File: config.mk
export PLATFORM = sky130hd
export DESIGN_NAME = hkv_queue
export DESIGN_NICKNAME = d
export VERILOG_FILES = /design/src/rtl/core/hkv_pkg.sv /design/src/rtl/core/hkv_queue.sv
export SDC_FILE = /design/constraint.sdc
export NUM_CORES = 1
export LEC_CHECK = 0
export BUFFER_PORTS_ARGS = -buffer_cell sky130_fd_sc_hd__buf_4
export CORE_MARGIN = 2
export CORE_UTILIZATION = 35
export CTS_BUF_LIST = sky130_fd_sc_hd__clkbuf_16
export CTS_CLUSTER_SIZE = 10
export DETAILED_ROUTE_END_ITERATION = 8
export GPL_ROUTABILITY_DRIVEN = 1
export REMOVE_ABC_BUFFERS = 1
export SYNTH_ARGS = -nofsm -noshare
export SYNTH_HDL_FRONTEND = slang
export SYNTH_SLANG_ARGS = --single-unit
File: constraint.sdc
create_clock -name clk -period 7.4 [get_ports clk]
set_input_delay 0.74 -clock clk [delete_from_list [all_inputs] [get_ports clk]]
set_output_delay 0.74 -clock clk [all_outputs]
set_load 0.02 [all_outputs]
File: src/rtl/core/hkv_pkg.sv
// Shared types and constants for the hashed key/value store.
`timescale 1ns / 1ps
`default_nettype none

package hkv_pkg;

	// Field widths fixed by the item format.
	localparam int KEY_W = 31;
	localparam int VAL_W = 32;
	localparam int CFG_W = 9;

	// Defaults for the top-level parameters.
	localparam int MAX_BUCKETS_DEF = 256;
	localparam int WAYS_DEF        = 4;

	// Bucket count after reset.
	localparam logic [CFG_W-1:0] BUCKET_COUNT_RESET = 9'd10;

	// Depth of the queue between the front and back parts.
	localparam int Q_DEPTH = 2;

	typedef enum logic {
		FUNC_ASSIGN = 1'b0,
		FUNC_LOOKUP = 1'b1
	} func_t;

	typedef enum logic [1:0] {
		ST_OK   = 2'd0,
		ST_MISS = 2'd1,
		ST_FULL = 2'd2
	} status_t;

	typedef struct packed {
		func_t                   func;
		logic [KEY_W-1:0]        key;
		logic signed [VAL_W-1:0] value;
	} req_t;

	typedef struct packed {
		logic signed [VAL_W-1:0] read_value;
		status_t                 status;
	} rsp_t;

	// One way of a bucket row in the table memory.
	typedef struct packed {
		logic             valid;
		logic [KEY_W-1:0] key;
		logic [VAL_W-1:0] value;
	} entry_t;

endpackage

`default_nettype wire

File: src/rtl/core/hkv_queue.sv
// Short queue of classified requests between the front and back parts.
`timescale 1ns / 1ps
`default_nettype none

module hkv_queue #(
	parameter int BKT_W = 8
) (
	input  wire logic              clk,
	input  wire logic              arst_n,
	input  wire logic              wr_en,
	input  wire hkv_pkg::req_t     wr_req,
	input  wire logic [BKT_W-1:0]  wr_bucket,
	output logic                   full,
	input  wire logic              rd_en,
	output hkv_pkg::req_t          rd_req,
	output logic [BKT_W-1:0]       rd_bucket,
	output logic                   empty
);
	import hkv_pkg::*;

	localparam int PTR_W = (Q_DEPTH > 1) ? $clog2(Q_DEPTH) : 1;
	localparam int CNT_W = $clog2(Q_DEPTH + 1);

	req_t             req_q    [Q_DEPTH];
	logic [BKT_W-1:0] bucket_q [Q_DEPTH];
	logic [PTR_W-1:0] wr_ptr_q;
	logic [PTR_W-1:0] rd_ptr_q;
	logic [CNT_W-1:0] count_q;
	logic             do_wr;
	logic             do_rd;

	assign full  = (count_q == CNT_W'(Q_DEPTH));
	assign empty = (count_q == '0);
	assign do_wr = wr_en && !full;
	assign do_rd = rd_en && !empty;

	// Pointers and fill count.
	always_ff @(posedge clk or negedge arst_n) begin
		if (!arst_n) begin
			wr_ptr_q <= '0;
			rd_ptr_q <= '0;
			count_q  <= '0;
		end else begin
			if (do_wr) begin
				wr_ptr_q <= (wr_ptr_q == PTR_W'(Q_DEPTH - 1)) ? '0 : wr_ptr_q + PTR_W'(1);
			end
			if (do_rd) begin
				rd_ptr_q <= (rd_ptr_q == PTR_W'(Q_DEPTH - 1)) ? '0 : rd_ptr_q + PTR_W'(1);
			end
			if (do_wr && !do_rd) begin
				count_q <= count_q + CNT_W'(1);
			end else if (do_rd && !do_wr) begin
				count_q <= count_q - CNT_W'(1);
			end
		end
	end

	// Entry storage.
	always_ff @(posedge clk) begin
		if (do_wr) begin
			req_q[wr_ptr_q]    <= wr_req;
			bucket_q[wr_ptr_q] <= wr_bucket;
		end
	end

	assign rd_req    = req_q[rd_ptr_q];
	assign rd_bucket = bucket_q[rd_ptr_q];

endmodule

`default_nettype wire

; Word-level counts from Yosys, hierarchy flattened
; Memory sizes are Yosys's and may differ from the RTL's.
; Cells that the tools add are included.
[totals]
n_memories = 2
ramBits = 144
register_bits = 4
[memory_table]
columns = memory, words, width, read_ports, rd_ports_with_merged_regs, wr, line_no
row1 = req_q, 2, 64, 1, 0, 1, hkv_queue.sv:24  ; req_t req_q [Q_DEPTH];
row2 = bucket_q, 2, 8, 1, 0, 1, hkv_queue.sv:25  ; logic [BKT_W-1:0] bucket_q [Q_DEPTH];
[op_classes]
reduce_logical = 10
n_eq_ne = 1
mux = 6
n_addsub = 4
[op_table]
columns = operator, n
row1 = logical AND 1 bit, 4
row2 = zero test 1 bit, 4
row3 = 2-to-1 mux 1 bit, 4
row4 = 2-to-1 mux 2 bit, 2
row5 = adder 1 bit (second input constant), 2
row6 = adder 2 x 1 -> 2 bit (second input constant), 1
row7 = == test 2 bit (second input constant), 1
row8 = zero test 2 bit, 1
row9 = nonzero test 2 bit, 1
row10 = subtractor 2 x 1 -> 2 bit (second input constant), 1

; Depth between registers and ports, before layout
; Gate-level depths: netlist (run 1).
[depth]
ltp_word = 7
depth_mapped = 7

; Least setup slack after synthesis (run 1)
; Ideal clock, no wire load.
[synth_timing]
kind = input to register
from = in wr_en
to = mem bucket_q[0][0] (enable)
arrival_time_ps = 3835
required_time_ps = 6898
slack_ps = 3062
path_stages = 2
cell_sequence = nand2_1 -> nor2_1
[synth_between]
elab_chain_len = 3
[synth_lines]
columns = item, line_no
row1 = from (decl), hkv_queue.sv:10  ; input wire logic wr_en,
row2 = logical AND 1 bit, hkv_queue.sv:34  ; assign do_wr = wr_en && !full;
row3 = 2-to-1 mux 1 bit, hkv_queue.sv:60  ; if (do_wr) begin
row4 = 2-to-1 mux 1 bit (implied by the code), hkv_queue.sv:62  ; bucket_q[wr_ptr_q] <= wr_bucket;
row5 = to (decl), hkv_queue.sv:25
; No other way between the ends.

==> run summary, run 1 <==
synthesized area: 5740 um^2
Final Hold Violating Endpoints: 0
worst path buffer plus inverter count: 2
cell family with most CP delay: buffers and inverters
worst skew pair latency: 0.41 ns
largest net degree at the start of global routing: 73
Async SR Flop Fraction: 2.70%
setup_tns: 0 ns
Setup crit end kind: output pin
pwr dens: 434 nW/um^2
layout cells sized above 1: 61.0%
DR vias/cell: 4.27
final worst-path cycle share: 44.0%
Worst-Margin Slew: 1.14 ns
Yosys reg bits: 148
top-count cell post-synth: edfxtp_1
hold buffer count at CTS: 0
largest fanout on the critical path: 61
Max Root-Sink Buffers: 2
Placer Congestion: 0.644
Ports: 150
H-tree levels: 4
relative slew slack: 23.8%
vias in the first global route: 3003
RSZ-0062 raised after global routing: no
Residual DRC: 0
DR iter-0 viols: 97
Num Clock Sinks: 148
core area: 15900 um^2
slowest CP cell: buf_4
number of synthesized flops with an enable pin: 144
Root Buffer: clkbuf_16
Hold Path Class: input pin to asynchronous set/reset pin
fin. max-slew vios: 0
first-pass GRT wire length: 15900 um
PostCTS Resize Cnt: 0
area delta synth->final: 33.6%
CTS tree: built
CP cell instances: buf_4 -> mux2_2 -> buf_4
Setup CP Type: flip-flop to output pin
synth warn: 0
status: completed
top-area cell type share of the netlist area: 75.3%
Synth Area per Inst: 23.6 um^2
Commonest cells post-synth: edfxtp_1, mux2_4, buf_12
Final Setup Violations: 0
Core Rows: 46
Max Fclk: 307 MHz
minimum clock period: 3.26 ns
Synth area leader: edfxtp_1
grt ovf: 0
GRT Total Usage: 12.0%
HPWL after DPL: 6250 um
met1 wire length: 4150 um
# Post-CTS Setup Buffers: 0
Critical Path Stages: 3
met2 WL: 5080 um
worst-case reg-to-reg path depth: 4
top layer in use: met4
Die ar.: 17400 um^2
Mapped Cells: 243
clk_skew: 0.00534 ns
top post-synthesis cells by area: edfxtp_1, mux2_4, buf_12
r2r endpoint: bucket_q[0][7]
Ant. Diodes: 0
Post-DRT Antenna Nets: 0
clock-pin slew on the worst setup and hold paths: 0.06 ns
LEAKAGE: 3.06 nW
Post-synth top flop: edfxtp_1
met3 WL: 709 um
Die Y-Extent: 132 um
initial antenna violation count: 0
Reg2Reg Setup Slack: 4.94 ns
final wirelength: 10100 um
Setup crit start kind: flip-flop
number of vias in the routed layout: 2709
worst vdd ir: 0.000341 V
CTS Buf Count: 17
cell repeated most along the worst path: buf_4
Starting Density: 36.0%
worst path required time: 6.66 ns
Pre-antenna DRT Iters: 4
port bufs: 149
drt wl/cell: 16.0 um
die width: 132 um
total power: 3.33 mW
nets: 482
Critical R2R Launch: count_q[0]
WP data arrival: 2.52 ns
Unique masters post-synth: 15
Setup crit end: rd_req[49]
crit path from: rd_ptr_q
max_cap viols: 0
sequential-to-total area share from yosys stat: 77.1%
Critical Path Max Stage Delay: 0.91 ns
how the worst min path moves through the flow:
stage	cells after the start	slack [ns]	endpoint
after floorplan	0	0.44	count_q[0]
after global placement	1	0.50	count_q[1]
after detailed placement	1	0.52	count_q[1]
after CTS	1	0.09	count_q[0]
after global routing	1	0.09	count_q[0]
final	1	0.12	count_q[0]
cell families after synthesis:
family	after synthesis	synth area share [%]
AOI/OAI and AO/OA	1	0.0871
xor gates and xnor gates	5	0.763
adders and majority gates	1	0.218
buffers and inverters	10	2.77
DFF	148	77.1
muxes	72	18.6
and+or+nand+nor	6	0.479
final cells by class:
cell class | count | area (um^2)
fill | 1352 | 8270
inverter | 2 | 7.51
tap | 216 | 270
sequential | 148 | 4430
multi-input combinational | 85 | 1170
clock inverter | 15 | 236
timing repair buffer | 151 | 1130
clock buffer | 17 | 425
layer usage:
layer | global-route usage [%] | vias up
met5 | 0 | -
met4 | 5.74 | 0
met3 | 4.81 | 13
met2 | 20.3 | 96
met1 | 13.3 | 1322
li1 | - | 1278
placed cells by master (no fill, tap or decap), types with 2 or more instances in the layout:
cell type   synthesis  final
buf_4               0    151
bufinv_16           0      6
clkbuf_16           0     17
clkinv_1            0      2
clkinvlp_4          0      3
dfrtp_1             4      3
edfxtp_1          144    144
inv_1               2      3
mux2_2              3      3
mux2_4             69     69
nor2_1              3      2
xnor2_1             3      3
xor2_1              2      2
power by group:
group          internal [mW]  switching, mW
sequential              1.15         0.0662
clock                  0.629          0.325
combinational          0.570          0.587
total                   2.35          0.978
worst reg2reg max path, stage by stage, from the launching register on:
cell and delay (ns):
dfrtp_1 0.42, nand2b_1 0.18, nand2_1 0.14, nor2_4 0.66, buf_4 0.65
stage by stage:
stage | setup slack [ns] | area (um^2) | hold slack, ns | util, % | std cells
2_1_floorplan | 3.06 | 5590 | 0.444 | - | 235
3_3_place_gp | 4.53 | 7010 | 0.504 | 44.0 | 602
3_5_place_dp | 4.53 | 7010 | 0.522 | 44.0 | 602
4_1_cts | 4.07 | 7670 | 0.0946 | 48.1 | 634
5_1_grt | 4.00 | 7670 | 0.0907 | 48.1 | 634
6_report | 4.14 | 7670 | 0.118 | 48.1 | 634
sequential cells by signal (all words and copies together), names as in the netlist:
register / cells
count_q: 2
rd_ptr_q: 1
bucket_q: 16
wr_ptr_q: 1
req_q: 128
Power figures use the tool's default switching activity.
==> inputs of run 2 (changes only) <==
Clock period 7.4 ns to 3.35 ns, I/O delays scaled along.
==> run summary, run 2 (same netlist as run 1, synthesis figures left out) <==
status: completed
Residual DRC: 0
final worst-path cycle share: 72.4%
vias in the first global route: 3084
DR vias/cell: 4.30
initial antenna violation count: 0
Die ar.: 17400 um^2
pwr dens: 938 nW/um^2
worst path required time: 3.01 ns
placed cells: 604
largest register by flop count: req_q
WP data arrival: 2.09 ns
die width: 132 um
Max Fclk: 412 MHz
CTS Buf Count: 17
final worst slack: 0.925 ns
pre-CTS setup slack: 1.32 ns
LEAKAGE: 3.06 nW
worst skew pair latency: 0.41 ns
CTS tree: built
Num Clock Sinks: 148
cell repeated most along the worst path: buf_4
largest net degree at the start of global routing: 73
drt wl/cell: 16.2 um
first-pass GRT wire length: 16100 um
GRT Total Usage: 12.2%
Ports: 150
Max Root-Sink Buffers: 2
Setup crit start kind: flip-flop
number of vias in the routed layout: 2737
top flop regs: req_q (128), bucket_q (16), count_q (2)
core area: 15900 um^2
largest fanout on the critical path: 24
port bufs: 149
RSZ-0062 raised after global routing: no
relative slew slack: 30.6%
Critical Path Max Stage Delay: 0.73 ns
final wirelength: 10300 um
most frequent cells in the layout: buf_4, edfxtp_1, mux2_4, clkbuf_16, clkinv_1
Setup crit end kind: output pin
Core Rows: 46
area delta synth->final: 33.4%
commonest non-fill, non-tap cell in the layout: buf_4
worst path buffer plus inverter count: 2
Pre-antenna DRT Iters: 4
grt ovf: 0
post-route cell area: 7660 um^2
Die Y-Extent: 132 um
Ant. Diodes: 0
Post-Place Cell Area: 7050 um^2
Setup CP Type: flip-flop to output pin
minimum clock period: 2.43 ns
Cell Count, Final, Fillers Out: 637
max_cap viols: 0
fin. max-slew vios: 0
CP cell instances: buf_4 -> mux2_2 -> buf_4
Final Setup Violations: 0
slowest CP cell: dfrtp_4
Worst-Margin Slew: 1.04 ns
PostCTS Resize Cnt: 0
Root Buffer: clkbuf_16
clk_skew: 0.00649 ns
Final Hold Violating Endpoints: 0
Starting Density: 36.0%
nets: 485
layout cells sized above 1: 60.1%
H-tree levels: 4
DR iter-0 viols: 109
worst vdd ir: 0.000593 V
Placer Congestion: 0.686
max reg flops: 128
Hold Path Class: input pin to flip-flop
HPWL after DPL: 6660 um
clock-pin slew on the worst setup and hold paths: 0.06 ns
Post-DRT Antenna Nets: 0
cell family with most CP delay: flip-flops
run 2: per-stage QoR:
step	setup TNS, ns	utilization, %	total power, mW	hold slack [ns]
6_report	0	48.0	7.18	0.110
4_1_cts	0	48.0	7.30	0.0834
5_1_grt	0	48.0	7.53	0.0769
2_1_floorplan	-65.30	-	4.50	0.0394
3_3_place_gp	0	44.2	5.33	0.132
3_5_place_dp	0	44.2	5.37	0.134
run 2: final timing paths:
check | from | end | slack [ns] | cells after the start
max in group asynchronous | arst_n | rd_ptr_q | 2.96 | 2
min in group asynchronous | arst_n | wr_ptr_q | 0.28 | 2
worst max register to register | count_q[0] | req_q[1][9] | 1.42 | 2
worst min register to register | count_q[1] | count_q[1] | 0.53 | 1
worst min-delay path | wr_req[13] | req_q[0][13] | 0.11 | 1
worst max-delay path | rd_ptr_q | rd_req[49] | 0.92 | 3
run 2: final cells by class:
class,instances,area [um^2]
fill,1387,8290
clock buffer,17,425
multi-input combinational,85,1170
tap,216,270
clock inverter,15,171
timing repair buffer,154,1180
sequential,148,4430
inverter,2,7.51
run 2: repair_timing:
| item | in CTS | in global routing |
|---|---|---|
| endpoints found under the hold margin | 4 | 0 |
| hold buffers | 1 | 0 |
| buffers inserted | 0 | 0 |
run 2: routing by layer:
metal	share of wire (%)	routed length (um)	global-route usage, %	up-vias
met1	41	4170	14.0	1339
met5	0	0	0	-
met2	51	5240	20.3	99
met3	7.8	804	5.46	5
met4	0.82	85	4.35	0
li1	-	-	-	1294
run 2: worst register-to-register path, stage by stage, from the launching register on:
cell	delay [ns]
dfrtp_1	0.43
nand2b_1	0.17
and3_4	0.90
run 2: power by group:
group	leakage (nW)	total, mW	internal, mW	switching [mW]
registers	1.38	2.74	2.54	0.194
logic	1.38	2.54	1.27	1.27
clock network	0.293	1.90	1.22	0.680
total	3.06	7.18	5.04	2.14
