$ cat src/rtl/core/hkv_pkg.sv
// Shared types and constants for the hashed key/value store.
`timescale 1ns / 1ps
`default_nettype none

package hkv_pkg;

	// Field widths fixed by the item format.
	localparam int KEY_W = 31;
	localparam int VAL_W = 32;
	localparam int CFG_W = 9;

	// Defaults for the top-level parameters.
	localparam int MAX_BUCKETS_DEF = 256;
	localparam int WAYS_DEF        = 4;

	// Bucket count after reset.
	localparam logic [CFG_W-1:0] BUCKET_COUNT_RESET = 9'd10;

	// Depth of the queue between the front and back parts.
	localparam int Q_DEPTH = 2;

	typedef enum logic {
		FUNC_ASSIGN = 1'b0,
		FUNC_LOOKUP = 1'b1
	} func_t;

	typedef enum logic [1:0] {
		ST_OK   = 2'd0,
		ST_MISS = 2'd1,
		ST_FULL = 2'd2
	} status_t;

	typedef struct packed {
		func_t                   func;
		logic [KEY_W-1:0]        key;
		logic signed [VAL_W-1:0] value;
	} req_t;

	typedef struct packed {
		logic signed [VAL_W-1:0] read_value;
		status_t                 status;
	} rsp_t;

	// One way of a bucket row in the table memory.
	typedef struct packed {
		logic             valid;
		logic [KEY_W-1:0] key;
		logic [VAL_W-1:0] value;
	} entry_t;

endpackage

`default_nettype wire

$ cat src/rtl/core/hkv_front.sv
// Front part: takes requests, holds the bucket count and computes the bucket index.
`timescale 1ns / 1ps
`default_nettype none

module hkv_front #(
	parameter int MAX_BUCKETS = hkv_pkg::MAX_BUCKETS_DEF,
	parameter int BKT_W       = 8
) (
	input  wire logic                     clk,
	input  wire logic                     arst_n,
	input  wire logic                     cfg_we,
	input  wire logic [hkv_pkg::CFG_W-1:0] cfg_data,
	input  wire logic                     push,
	output logic                          full,
	input  wire hkv_pkg::req_t            req,
	output logic                          out_valid,
	input  wire logic                     out_ready,
	output hkv_pkg::req_t                 out_req,
	output logic [BKT_W-1:0]              out_bucket
);
	import hkv_pkg::*;

	localparam int CNT_W = $clog2(KEY_W);

	typedef enum logic [1:0] {
		F_IDLE,
		F_DIV,
		F_PUSH
	} fstate_t;

	fstate_t          state_q;
	logic [CFG_W-1:0] bucket_count_q;
	logic [CFG_W-1:0] divisor_q;
	logic [CFG_W-1:0] rem_q;
	logic [KEY_W-1:0] shift_q;
	logic [CNT_W-1:0] cnt_q;
	req_t             req_q;

	logic [CFG_W-1:0] eff_div;
	logic [CFG_W:0]   trial;
	logic [CFG_W:0]   diff;
	logic [CFG_W-1:0] rem_next;
	logic             accept;

	assign accept = push && !full;

	// Clamp the configured bucket count into the usable range.
	always_comb begin
		eff_div = bucket_count_q;
		if (bucket_count_q == '0) begin
			eff_div = CFG_W'(1);
		end else if (int'(bucket_count_q) > MAX_BUCKETS) begin
			eff_div = CFG_W'(MAX_BUCKETS);
		end
	end

	// One restoring division step: bring in the next key bit and subtract if it fits.
	always_comb begin
		trial    = {rem_q, shift_q[KEY_W-1]};
		diff     = trial - {1'b0, divisor_q};
		rem_next = (trial >= {1'b0, divisor_q}) ? diff[CFG_W-1:0] : trial[CFG_W-1:0];
	end

	// Sequencer and configuration register.
	always_ff @(posedge clk or negedge arst_n) begin
		if (!arst_n) begin
			state_q        <= F_IDLE;
			bucket_count_q <= BUCKET_COUNT_RESET;
			cnt_q          <= '0;
		end else begin
			if (cfg_we) begin
				bucket_count_q <= cfg_data;
			end
			case (state_q)
				F_IDLE: begin
					if (accept) begin
						cnt_q   <= CNT_W'(KEY_W - 1);
						state_q <= F_DIV;
					end
				end
				F_DIV: begin
					if (cnt_q == '0) begin
						state_q <= F_PUSH;
					end else begin
						cnt_q <= cnt_q - CNT_W'(1);
					end
				end
				F_PUSH: begin
					if (out_ready) begin
						state_q <= F_IDLE;
					end
				end
				default: begin
					state_q <= F_IDLE;
				end
			endcase
		end
	end

	// Request payload and divider datapath.
	always_ff @(posedge clk) begin
		if (state_q == F_IDLE && accept) begin
			req_q     <= req;
			shift_q   <= req.key;
			divisor_q <= eff_div;
			rem_q     <= '0;
		end else if (state_q == F_DIV) begin
			shift_q <= {shift_q[KEY_W-2:0], 1'b0};
			rem_q   <= rem_next;
		end
	end

	assign full       = (state_q != F_IDLE);
	assign out_valid  = (state_q == F_PUSH);
	assign out_req    = req_q;
	assign out_bucket = BKT_W'(rem_q);

endmodule

`default_nettype wire

$ cat config.mk
export PLATFORM = sky130hd
export DESIGN_NAME = hkv_front
export DESIGN_NICKNAME = d
export VERILOG_FILES = /design/src/rtl/core/hkv_pkg.sv /design/src/rtl/core/hkv_front.sv
export SDC_FILE = /design/constraint.sdc
export NUM_CORES = 1
export LEC_CHECK = 0
export ABC_AREA = 1
export BUFFER_PORTS_ARGS = -buffer_cell sky130_fd_sc_hd__buf_2
export CAP_MARGIN = 10
export CORE_ASPECT_RATIO = 0.9
export CORE_MARGIN = 1.5
export CORE_UTILIZATION = 55
export DETAILED_ROUTE_END_ITERATION = 6
export PLACE_DENSITY = 0.87
export SYNTH_ARGS = -nofsm -noshare
export SYNTH_HDL_FRONTEND = slang
export SYNTH_SLANG_ARGS = --single-unit
$ cat constraint.sdc
create_clock -name clk -period 5.6 [get_ports clk]
set_clock_uncertainty 0.15 [all_clocks]
set_input_delay 0.28 -clock clk [delete_from_list [all_inputs] [get_ports clk]]
set_output_delay 0.28 -clock clk [all_outputs]
set_load 0.03 [all_outputs]
# Word level (Yosys, flattened, before mapping)

Index checks and enable logic that the tools add are counted.
Widths: inputs -> output; s select.

Flip-flop bits (word level): 129
Input bits: 78
Latch bits: 0
Memories: 0
Bits in read-only memories: 0
Memory bits (writable): 0
Word-level logic and storage cells: 43
Output and inout bits: 74

Shifts and indexed selects: 0
Bitwise logic cells: 0
Reduce and logical (&&, ||, !) cells: 12
Equality and inequality tests: 6
Add/subtract/negate cells: 2
Div/mod/pow operators: 0
Magnitude comparators: 2
Mux-type cells: 11
Multiply operators: 0

Operators with widths:

| cell                | number |
|---|---|
| $mux 31             | 2 |
| $mux 9              | 2 |
| $ge 10x9->1         | 1 |
| $mux 5              | 2 |
| $pmux 5 s2          | 1 |
| $gt 9x9->1 const B  | 1 |
| $logic_not 9->1     | 1 |
| $sub 9x9->9         | 1 |
| $mux 2              | 3 |
| $ne 2x2->1 const B  | 3 |
| $pmux 2 s3          | 1 |
| $reduce_and 3->1    | 2 |
| $reduce_bool 2->1   | 3 |
| $logic_not 5->1     | 1 |
| $sub 5x1->5 const B | 1 |
| $eq 2x1->1 const B  | 1 |
| $eq 2x2->1 const B  | 1 |
| $logic_and 1x1->1   | 2 |
| $logic_not 2->1     | 1 |
| $ne 2x1->1 const B  | 1 |
| $reduce_or 2->1     | 1 |
| $logic_not 1->1     | 1 |

# Longest topological paths before layout

Gate-level depths: netlist of run 1.

Depth in word-level cells: 5
Gate-level depth with buffers: 12
Mapped depth without buffers: 12

# Worst setup path before layout of run 1

No wires, ideal clock.

Kind: register to register
Start: reg state_q[0]
End: reg divisor_q[0] (enable)
Path slack: 3.322 ns
Buffers on the path: 1
Cell stages (with the launch flop): 5
Data required time: 5.049 ns
Period minus slack after synthesis: 2.278 ns
Setup time: 0.401 ns
Arrival time: 1.727 ns
Cell sequence: dfrtp_1 > nor2_1 > nand2_1 > inv_2 > buf_2

Cells in the longest elaborated chain, start to end: 4
Elaborated cells between the ends (all ways): 5
Those cells by class: 5 x reduce/logical

Ends and longest elaborated chain:

| what                     | RTL line         | RTL |
|---|---|---|
| start: declaration       | hkv_front.sv:31  | `fstate_t state_q;` |
| start signal: assignment | hkv_front.sv:67  | `state_q <= F_IDLE;` |
| start signal: assignment | hkv_front.sv:78  | `state_q <= F_DIV;` |
| start signal: assignment | hkv_front.sv:83  | `state_q <= F_PUSH;` |
| $reduce_bool 2->1        | hkv_front.sv:113 | `assign full = (state_q != F_IDLE);` |
| $logic_not 1->1          | hkv_front.sv:45  | `assign accept = push && !full;` |
| $logic_and 1x1->1        | hkv_front.sv:45  |  |
| $logic_and 1x1->1 (*)    | hkv_front.sv:102 | `if (state_q == F_IDLE && accept) begin` |
| end signal: assignment   | hkv_front.sv:105 | `divisor_q <= eff_div;` |
| end: declaration         | hkv_front.sv:33  | `logic [CFG_W-1:0] divisor_q;` |

Every way passes the cells marked *; elsewhere a longest branch is shown, timed or not.
A chain may end at the register's enable or synchronous reset.

# Worst setup path in the final report of run 1

Start: reg state_q[0]
End: reg shift_q[23] (data pin)

Cells in the longest elaborated chain, start to end: 5
Elaborated cells between the ends (all ways): 6
Those cells by class: 1 x mux; 5 x reduce/logical

Ends and longest elaborated chain:

| what                   | RTL line         | RTL |
|---|---|---|
| $reduce_bool 2->1      | hkv_front.sv:113 |  |
| $logic_not 1->1        | hkv_front.sv:45  |  |
| $logic_and 1x1->1      | hkv_front.sv:45  |  |
| $logic_and 1x1->1 (*)  | hkv_front.sv:102 |  |
| $mux 31 (*)            | hkv_front.sv:102 |  |
| end signal: assignment | hkv_front.sv:104 | `shift_q <= req.key;` |
| end signal: assignment | hkv_front.sv:108 | `shift_q <= {shift_q[KEY_W-2:0], 1'b0};` |
| end: declaration       | hkv_front.sv:35  | `logic [KEY_W-1:0] shift_q;` |

Marked as above.

==> metrics.txt, run 1 <==
number of port buffers=151; Yosys cell types=32; startpoint types=flop; endpoints failing hold=0; sw frac=0.378; DIE AREA=0.0103 sq mm; Final min period=3.31 ns; proportion of layout cells with a drive suffix above 1=0.286; vias in the first global route=4492; CTS tree=yes; CTS Buffer Depth=2; Synth Flop Type=edfxtp_1; Syn Area/Cell=11.5 sq um; HP Start=cfg_we; Clock Latency Late Sink=0.53 ns; Routed WL=16.3 mm; Yosys warnings=0; RD Place Congestion=0.845; FP Rows=33; Total Power=3940 uW; crit path launch=state_q[0]$_DFFE_PN0P_; critical path required time=5.84 ns; Least-Margin Pin Slew=1.11 ns; worst hold margin=0.0510 ns; Clock power frac=0.287; uppermost layer routed=met5; largest net degree at the start of global routing=89; Die Y=96.3 um; CTS Buf Count=17; Reg power frac=0.386; Tcrit/Tclk final=0.591; CTS H-tree lvls=4; postcts setup bufs=0; DR iter-0 viols=579; Met2 Routed Length=8.01 mm; max capacitance violation total=0; Final #Nets=792; via-per-instance ratio=5.49; Comb pwr share=0.327; critical path arrival=3.55 ns; Rel. slew slack=0.258; DRC=0; setup TNS=0 ns; Synth async-reset ratio=0.124; sequential share of the synthesized area=0.696; Setup crit end kind=flop; HPWL after DPL=7.48 mm; RSZ-0062 raised after global routing=no; P&R area growth vs syn=41.6%; final core occ=0.815; status=complete, no violations; routed len/inst=19.5 um; met3 wire len=1.77 mm; Area after DPL=0.00612 sq mm; Top Ports=152; Fill cells=457; min-delay worst type=in -> reg; register area=0.00371 sq mm; Tot GR Track Use=0.333; # clock sinks=129; reg2reg setup slack=2.29 ns; leakage=0.00347 uW; total congestion overflow=0; router iterations before antenna repair=6; cell area after layout=0.00754 sq mm; number of cells on the worst hold path=3; Starting Density=0.576; Synth Instances=463; Routed Antenna Nets=0; CP Max Fanout=88; Antenna diodes=0; first-pass GRT wire length=24.5 mm; final setup vio count=0; CP Class=reg -> reg; routed via count=4580; synthesized flop and latch total=129; Pwr Density=522 mW/mm^2; post-synthesis instance area=0.00532 sq mm; maximum clock rate=302 MHz; Synthesized Nets=555; WL met1=6.00 mm; Multi-input gate area=0.00128 sq mm; worst vdd ir=0.290 mV; internal power=2450 uW; EDFF count, synth=104; Final Slew Violations=0; R2R Path Start=state_q[0]$_DFFE_PN0P_; P_sw=1490 uW; clock root cell=clkbuf_8; CTS clk-pin slew, worst paths=0.06 ns; die width=107 um; Core ar.=0.00925 sq mm; initial antenna violation count=1; r2r worst-path depth=6
==> final timing paths <==
| check | endpoint |
|---|---|
| max in group asynchronous | bucket_count_q[1]$_DFFE_PN1P_ |
| max | shift_q[23]$_DFFE_PP_ |
| max reg2reg | shift_q[23]$_DFFE_PP_ |
| min in group asynchronous | bucket_count_q[2]$_DFFE_PN0P_ |
| min | bucket_count_q[8]$_DFFE_PN0P_ |
| min reg2reg | rem_q[6]$_SDFFE_PP0P_ |
==> synthesized netlist by cell type, types with 2 or more instances <==
cell type	count	area (sq um)
inv_1	55	206
ha_1	13	163
o21ai_0	14	70.1
nand3_2	2	20.0
nor3_1	2	10.0
o21ai_1	2	10.0
xor2_1	2	17.5
nand4_1	2	12.5
buf_2	3	15.0
nand3b_1	4	30.0
mux2_2	3	33.8
a21oi_2	2	17.5
clkbuf_1	4	15.0
xnor2_1	2	17.5
nand2_1	157	589
dfstp_2	2	52.6
dfxtp_1	9	180
a21oi_1	5	25.0
nor2_2	4	25.0
nor2_1	15	56.3
buf_6	2	22.5
buf_4	8	60.1
edfxtp_1	104	3120
nand3_1	22	110
nand2_2	5	31.3
dfrtp_1	14	350
==> flip-flops by register name (all words and copies together) (netlist names) <==
register        cells
out_req            64
shift_q            31
bucket_count_q      9
divisor_q           9
rem_q               9
cnt_q               5
state_q             2
==> timing repair <==
action | in CTS | in global routing
gates resized for setup | 0 | 0
hold buffers | 83 | 0
endpoints found under the hold margin | 121 | 0
==> stage by stage <==
stage | worst slack, ns | instances
finish | 2.29 | 835
global route | 2.09 | 835
CTS | 2.47 | 835
detailed placement | 2.55 | 720
global placement | 2.63 | 720
floorplan | 3.32 | 463
==> kinds of logic (layout without fill, tap and decap cells) <==
logic type                 after synthesis  in the layout  share of synthesized area
buffers and inverters                   74            324                     0.0632
muxes                                    3              3                    0.00635
adders and majority gates               14             14                     0.0343
and+or+nand+nor                        214            214                      0.167
xor gates and xnor gates                 4              4                    0.00658
AOI/OAI and AO/OA                       25             25                     0.0261
DFF                                    129            129                      0.696
==> worst max-delay path: stages (launching register included) <==
cell and delay, ns:
dfrtp_1 0.40, nor2_1 0.19, nand2_1 0.69, inv_4 0.47, buf_4 0.84, nand2_1 0.21, nand2_1 0.13
==> cells in the final DEF, fill, tap and decap left out, types with 3 or more instances in the layout <==
cell / Yosys / layout
a21oi_1: 5 / 5
buf_2: 3 / 151
clkbuf_16: 0 / 16
dfrtp_1: 14 / 14
dfxtp_1: 9 / 9
dlygate4sd3_1: 0 / 83
edfxtp_1: 104 / 104
ha_1: 13 / 13
inv_1: 55 / 55
inv_6: 0 / 6
mux2_2: 3 / 3
nand2_1: 157 / 157
nand2_2: 5 / 5
nand3_1: 22 / 22
nand3b_1: 4 / 4
nor2_1: 15 / 15
nor2_2: 4 / 4
o21ai_0: 14 / 14
==> final cells by class <==
cell class	count	area share
Clock inverter	14	0.0222
Clock buffer	18	0.0554
Sequential cell	129	0.492
Inverter	56	0.0282
Timing Repair Buffer	236	0.212
Tap cell	122	0.0202
Multi-Input combinational cell	260	0.170
==> power groups by stage <==
stage	Clock (uW)	Combinational, uW	Sequential, uW
finish	1130	1290	1520
detailed placement	0	1170	1510
floorplan	0	808	1610
global route	1170	1410	1540
CTS	1100	1240	1500
global placement	0	1130	1500
==> per-layer routing <==
layer | track usage | up-vias
li1 | - | 1992
met1 | 0.401 | 2157
met2 | 0.571 | 366
met3 | 0.101 | 63
met4 | 0.123 | 2
met5 | 0 | -
Power figures use the tool's default switching activity.
==> inputs of run 2 (changes only) <==
Settings changed: ABC_AREA 1 to 0, CORE_UTILIZATION 55 to 51, PLACE_DENSITY 0.87 to 0.82.
Clock period 5.6 ns to 3.4 ns, I/O delays scaled along.
==> metrics.txt, run 2 <==
status=complete, no violations (unchanged); maximum clock rate=386 MHz (was 302 MHz); startpoint types=flop (unchanged); # clock sinks=129 (unchanged); Tcrit/Tclk final=0.762 (was 0.591); Final #Nets=713 (was 792); Synthesized Nets=480 (was 555); RSZ-0062 raised after global routing=no (unchanged); setup TNS=0 ns (unchanged); Routed WL=11.8 mm (was 16.3 mm); clock root cell=clkbuf_16 (was clkbuf_8); Die Y=98.6 um (was 96.3 um); die width=109 um (was 107 um); DIE AREA=0.0108 sq mm (was 0.0103 sq mm); Synth async-reset ratio=0.124 (unchanged); largest net degree at the start of global routing=59 (was 89); number of flip-flops in the largest register=64 (unchanged); Antenna diodes=0 (unchanged); vias in the first global route=3839 (was 4492); postcts setup bufs=0 (unchanged); router iterations before antenna repair=6 (unchanged); Syn Area/Cell=13.4 sq um (was 11.5 sq um); CTS H-tree lvls=4 (unchanged); Synth Instances=388 (was 463); Yosys warnings=0 (unchanged); Total Power=6100 uW (was 3940 uW); Yosys top cell by area=edfxtp_1 (unchanged); DRC=0 (unchanged); HPWL after DPL=7.10 mm (was 7.48 mm); Pwr Density=819 mW/mm^2 (was 522 mW/mm^2); Synth Flop Type=edfxtp_1 (unchanged); EDFF count, synth=104 (unchanged); worst vdd ir=0.512 mV (was 0.290 mV); final core occ=0.761 (was 0.815); via-per-instance ratio=5.01 (was 5.49); endpoints failing hold=0 (unchanged); critical path required time=3.56 ns (was 5.84 ns); Final min period=2.59 ns (was 3.31 ns); CTS Buf Count=17 (unchanged); Setup crit end kind=flop (unchanged); critical path arrival=2.75 ns (was 3.55 ns); Yosys cell types=45 (was 32); CTS tree=yes (unchanged); Starting Density=0.530 (was 0.576); number of port buffers=151 (unchanged); routed len/inst=15.6 um (was 19.5 um); total congestion overflow=0 (unchanged); largest cells by area after synthesis=edfxtp_1 60%, nand2_1 7.3%, dfrtp_1 6.8% (was edfxtp_1 59%, nand2_1 11%, dfrtp_1 6.6%); CP Class=reg -> reg (unchanged); Core ar.=0.00978 sq mm (was 0.00925 sq mm); Final Slew Violations=0 (unchanged); leakage=0.00323 uW (was 0.00347 uW); routed via count=3810 (was 4580); max capacitance violation total=0 (unchanged); sequential share of the synthesized area=0.715 (was 0.696); Rel. slew slack=0.602 (was 0.258); most frequent cells in the layout=151 x buf_2, 104 x edfxtp_1, 100 x nand2_1, 78 x dlygate4sd3_1, 19 x inv_1 (was 157 x nand2_1, 151 x buf_2, 104 x edfxtp_1, 83 x dlygate4sd3_1, 55 x inv_1); DR iter-0 viols=154 (was 579); count leader, synth=edfxtp_1 (was nand2_1); commonest non-fill, non-tap cell in the layout=buf_2 (was nand2_1); Top Ports=152 (unchanged); synthesized flop and latch total=129 (unchanged); first-pass GRT wire length=18.4 mm (was 24.5 mm); P&R area growth vs syn=43.7% (was 41.6%); post-synthesis instance area=0.00518 sq mm (was 0.00532 sq mm); initial antenna violation count=0 (was 1); proportion of layout cells with a drive suffix above 1=0.315 (was 0.286); Routed Antenna Nets=0 (unchanged); CTS Buffer Depth=2 (unchanged); most frequent cells after synthesis=104 x edfxtp_1, 101 x nand2_1, 20 x inv_1 (was 157 x nand2_1, 104 x edfxtp_1, 55 x inv_1); CTS clk-pin slew, worst paths=0.06 ns (about the same); Clock Latency Late Sink=0.40 ns (was 0.53 ns); Tot GR Track Use=0.231 (was 0.333); FP Rows=34 (was 33); min-delay worst type=in -> reg (unchanged); RD Place Congestion=0.832 (was 0.845); Least-Margin Pin Slew=0.597 ns (was 1.11 ns); CP Max Fanout=11 (was 88); post-synth top area share=0.602 (was 0.587); final setup vio count=0 (unchanged)
==> run 2: cell types whose count changed after synthesis, sizes merged, moves of 6 or more <==
cell	delta
nand3	-9
mux2	+6
inv	-36
and2	+8
o21ai	-6
nor2	-16
nand2	-61
==> run 2: layer usage <==
metal  up-vias  global-route usage  wire (um)
li1       1836                   -          -
met1      1787               0.272       4840
met2       165               0.385       5870
met3        22              0.0728        832
met4         0               0.106        289
met5         -                   0          0
==> run 2: path summary, 6_finish.rpt <==
kind	startpoint	endpoint	slack [ns]	depth (start not counted)
max	shift_q[30]$_DFFE_PP_	rem_q[0]$_SDFFE_PP0P_	0.81	10
min	cfg_we	bucket_count_q[5]$_DFFE_PN0P_	0.04	2
max reg2reg	shift_q[30]$_DFFE_PP_	rem_q[0]$_SDFFE_PP0P_	0.81	10
min reg2reg	rem_q[8]$_SDFFE_PP0P_	rem_q[8]$_SDFFE_PP0P_	0.35	2
max in group asynchronous	arst_n	bucket_count_q[1]$_DFFE_PN1P_	2.72	2
min in group asynchronous	arst_n	state_q[0]$_DFFE_PN0P_	0.08	2
==> run 2: power breakdown <==
group          internal [uW]  switching, uW  total [uW]
combinational            669           1090        1760
sequential              2230            175        2410
clock                   1240            697        1940
total                   4140           1960        6100
==> run 2: through the flow <==
stage          hold slack [ns]  std cells  setup slack, ns  area, sq um
6_report                0.0431        760            0.810         7450
5_1_grt                 0.0474        760            0.637         7450
4_1_cts               0.000243        759            0.814         7440
3_5_place_dp           -0.0521        650            0.804         6040
3_3_place_gp           -0.0631        650            0.998         6040
2_1_floorplan           -0.276        388           0.0120         5190
==> run 2: final cells by class <==
class | instances | area, sq um
Fill cell | 616 | 2330
Tap cell | 126 | 158
Multi-Input combinational cell | 220 | 1300
Clock buffer | 18 | 429
Clock inverter | 14 | 204
Sequential cell | 129 | 3710
Inverter | 20 | 77.6
Timing Repair Buffer | 233 | 1580
==> run 2: critical path, cell delays in order, from the launching register on <==
cell and delay, ns:
edfxtp_1 0.36, inv_1 0.07, ha_1 0.16, inv_1 0.05
fa_1 0.42, a21oi_1 0.24, a211oi_1 0.13, nor3_2 0.16
buf_4 0.23, mux2_2 0.35, o21ai_0 0.17
==> run 2: what timing repair did <==
action                                 CTS  global route
endpoints found under the hold margin  120             1
hold buffers                            77             1
gates resized for setup                  0             0
==> run 2: kinds of logic after synthesis <==
family	synth area share
XOR/XNOR	0.0135
multiplexers	0.0292
AO/OA/AOI/OAI	0.0444
flip-flops	0.715
buffers and inverters	0.0355
adder cells (fa/ha/maj)	0.0352
AND/OR/NAND/NOR	0.127
==> inputs of run 3 (changes only) <==
Settings changed: CORE_UTILIZATION 51 to 46, PLACE_DENSITY 0.82 to 0.78.
Clock period 3.4 ns to 2.1 ns, I/O delays scaled along.
==> metrics.txt, run 3 (same netlist as run 2, synthesis figures left out) <==
die width=115 um (was 109 um); Final #Nets=749 (was 713); endpoints failing hold=0 (unchanged); FP Rows=36 (was 34); final core occ=0.715 (was 0.761); Routed WL=13.3 mm (was 11.8 mm); DR iter-0 viols=271 (was 154); CP Cell Sequence=inv_2 -> ha_4 -> inv_2 -> fa_2 -> a21oi_2 -> a211oi_2 -> nor3_2 -> buf_4 -> buf_6 -> a311oi_1 -> a311o_1 (was inv_1 -> ha_1 -> inv_1 -> fa_1 -> a21oi_1 -> a211oi_1 -> nor3_2 -> buf_4 -> mux2_2 -> o21ai_0); DP Cell Count=701 (was 650); maximum clock rate=443 MHz (was 386 MHz); Core ar.=0.0109 sq mm (was 0.00978 sq mm); Starting Density=0.476 (was 0.530); Total Power=10300 uW (was 6100 uW); routed len/inst=16.2 um (was 15.6 um); Final min period=2.26 ns (was 2.59 ns); RD Place Congestion=0.818 (was 0.832); worst setup margin=-0.158 ns (was 0.810 ns); P&R area growth vs syn=50.4% (was 43.7%); cell mode on critical path=inv_2 (was inv_1); RSZ-0062 raised after global routing=yes (was no); CP delay by family, top=compound AO/OA/AOI/OAI gates (was adder cells); CTS Buffer Depth=2 (unchanged); status=complete, but fails checks (was complete, no violations); HPWL after DPL=7.97 mm (was 7.10 mm); number of flip-flops in the largest register=64 (unchanged); Tot GR Track Use=0.227 (was 0.231); CTS tree=yes (unchanged); number of port buffers=151 (unchanged); # clock sinks=129 (unchanged); min-delay worst type=in -> async (was in -> reg); Top Ports=152 (unchanged); Rel. slew slack=0.568 (was 0.602); CTS Buf Count=17 (unchanged); total congestion overflow=0 (unchanged); CTS H-tree lvls=4 (unchanged); Clock Latency Late Sink=0.41 ns (was 0.40 ns); proportion of layout cells with a drive suffix above 1=0.354 (was 0.315); router iterations before antenna repair=4 (was 6); critical path required time=2.25 ns (was 3.56 ns); Fill cells=762 (was 616); clock root cell=clkbuf_16 (unchanged); Setup crit end kind=flop (unchanged); setup TNS=-1.04 ns (was 0 ns); Tcrit/Tclk final=1.08 (was 0.762); via-per-instance ratio=4.94 (was 5.01); startpoint types=flop (unchanged); failing checks=negative setup slack; max capacitance violation total=0 (unchanged); Pwr Density=1320 mW/mm^2 (was 819 mW/mm^2); dpl ws=-0.263 ns (was 0.804 ns); largest net degree at the start of global routing=48 (was 59); CTS clk-pin slew, worst paths=0.06 ns (about the same); CP Max Fanout=4 (was 11); most frequent cells in the layout=151 x buf_2, 104 x edfxtp_1, 99 x nand2_1, 87 x dlygate4sd3_1, 26 x buf_4 (was 151 x buf_2, 104 x edfxtp_1, 100 x nand2_1, 78 x dlygate4sd3_1, 19 x inv_1); Routed Antenna Nets=0 (unchanged); critical path arrival=2.41 ns (was 2.75 ns); routed via count=4069 (was 3810); register area=0.00371 sq mm (unchanged); first-pass GRT wire length=20.5 mm (was 18.4 mm); worst vdd ir=0.872 mV (was 0.512 mV); leakage=0.00339 uW (was 0.00323 uW); DRC=0 (unchanged); Final Slew Violations=0 (unchanged); final setup vio count=9 (was 0); CP max stage delay=0.37 ns (was 0.42 ns); buffers plus inverters on the worst setup path=4 (was 3); Crit-path slowest cell=edfxtp_1 (was fa_1); commonest non-fill, non-tap cell in the layout=buf_2 (unchanged); DIE AREA=0.0119 sq mm (was 0.0108 sq mm); CP Class=reg -> reg (unchanged); Least-Margin Pin Slew=0.646 ns (was 0.597 ns); final std cells w/o fill=823 (was 760); vias in the first global route=4075 (was 3839); Die Y=104 um (was 98.6 um); Multi-input gate area=0.00133 sq mm (was 0.00130 sq mm); initial antenna violation count=1 (was 0)
## run 3: cell count changes in the layout (fill, tap and decap cells not counted), moves of 3 or more
cell           change
buf_4             +23
dlygate4sd3_1      +9
o21ai_0            -6
o21ai_1            +6
inv_6              -4
clkinv_2           +3
clkinvlp_4         +3
## run 3: final cells by class
cell class | count | share of cell area
Tap cell | 152 | 0.0244
Clock inverter | 15 | 0.0207
Timing Repair Buffer | 269 | 0.244
Inverter | 20 | 0.00979
Multi-Input combinational cell | 220 | 0.171
Sequential cell | 129 | 0.475
Antenna cell | 1 | 0.000321
Clock buffer | 17 | 0.0545
## run 3: path summary, 6_finish.rpt
kind	from	to	slack, ns	cells past startpoint
min reg2reg	rem_q[3]$_SDFFE_PP0P_	rem_q[3]$_SDFFE_PP0P_	0.37	2
max in group asynchronous	arst_n	state_q[1]$_DFFE_PN0P_	0.70	3
min in group clk	req[29]	out_req[29]$_DFFE_PP_	0.25	2
min	arst_n	bucket_count_q[1]$_DFFE_PN1P_	0.04	2
max reg2reg	shift_q[30]$_DFFE_PP_	rem_q[5]$_SDFFE_PP0P_	-0.16	11
max	shift_q[30]$_DFFE_PP_	rem_q[5]$_SDFFE_PP0P_	-0.16	11
## run 3: what timing repair did
action | 4_1_cts | 5_1_grt
buffers inserted | 2 | 0
resized for setup | 14 | 2
pin swaps | 6 | 1
cloned | 0 | 0
hold endpoints to repair | 121 | 0
hold buffers | 87 | 0
endpoints found under the setup margin | 9 | 12
## run 3: per-layer routing
metal	wire length (um)	track usage	up-vias	part of all wire
li1	-	-	1909	-
met1	5120	0.255	1942	0.38
met2	6940	0.403	186	0.52
met3	845	0.0556	32	0.064
met4	403	0.105	0	0.030
met5	0	0	-	0
## run 3: report_power, final
| group | total (uW) | internal (uW) | switching (uW) | leakage, uW |
|---|---|---|---|---|
| Combinational | 3520 | 1510 | 2010 | 0.00186 |
| Clock | 2920 | 1760 | 1160 | 0.000269 |
| Sequential | 3890 | 3610 | 281 | 0.00126 |
## run 3: through the flow
step / instance area (sq um) / hold WS [ns]
after floorplan: 5200 / -0.341
after global placement: 6290 / -0.123
after detailed placement: 6290 / -0.109
after CTS: 7790 / 0.0311
after global routing: 7800 / 0.0367
final: 7800 / 0.0365
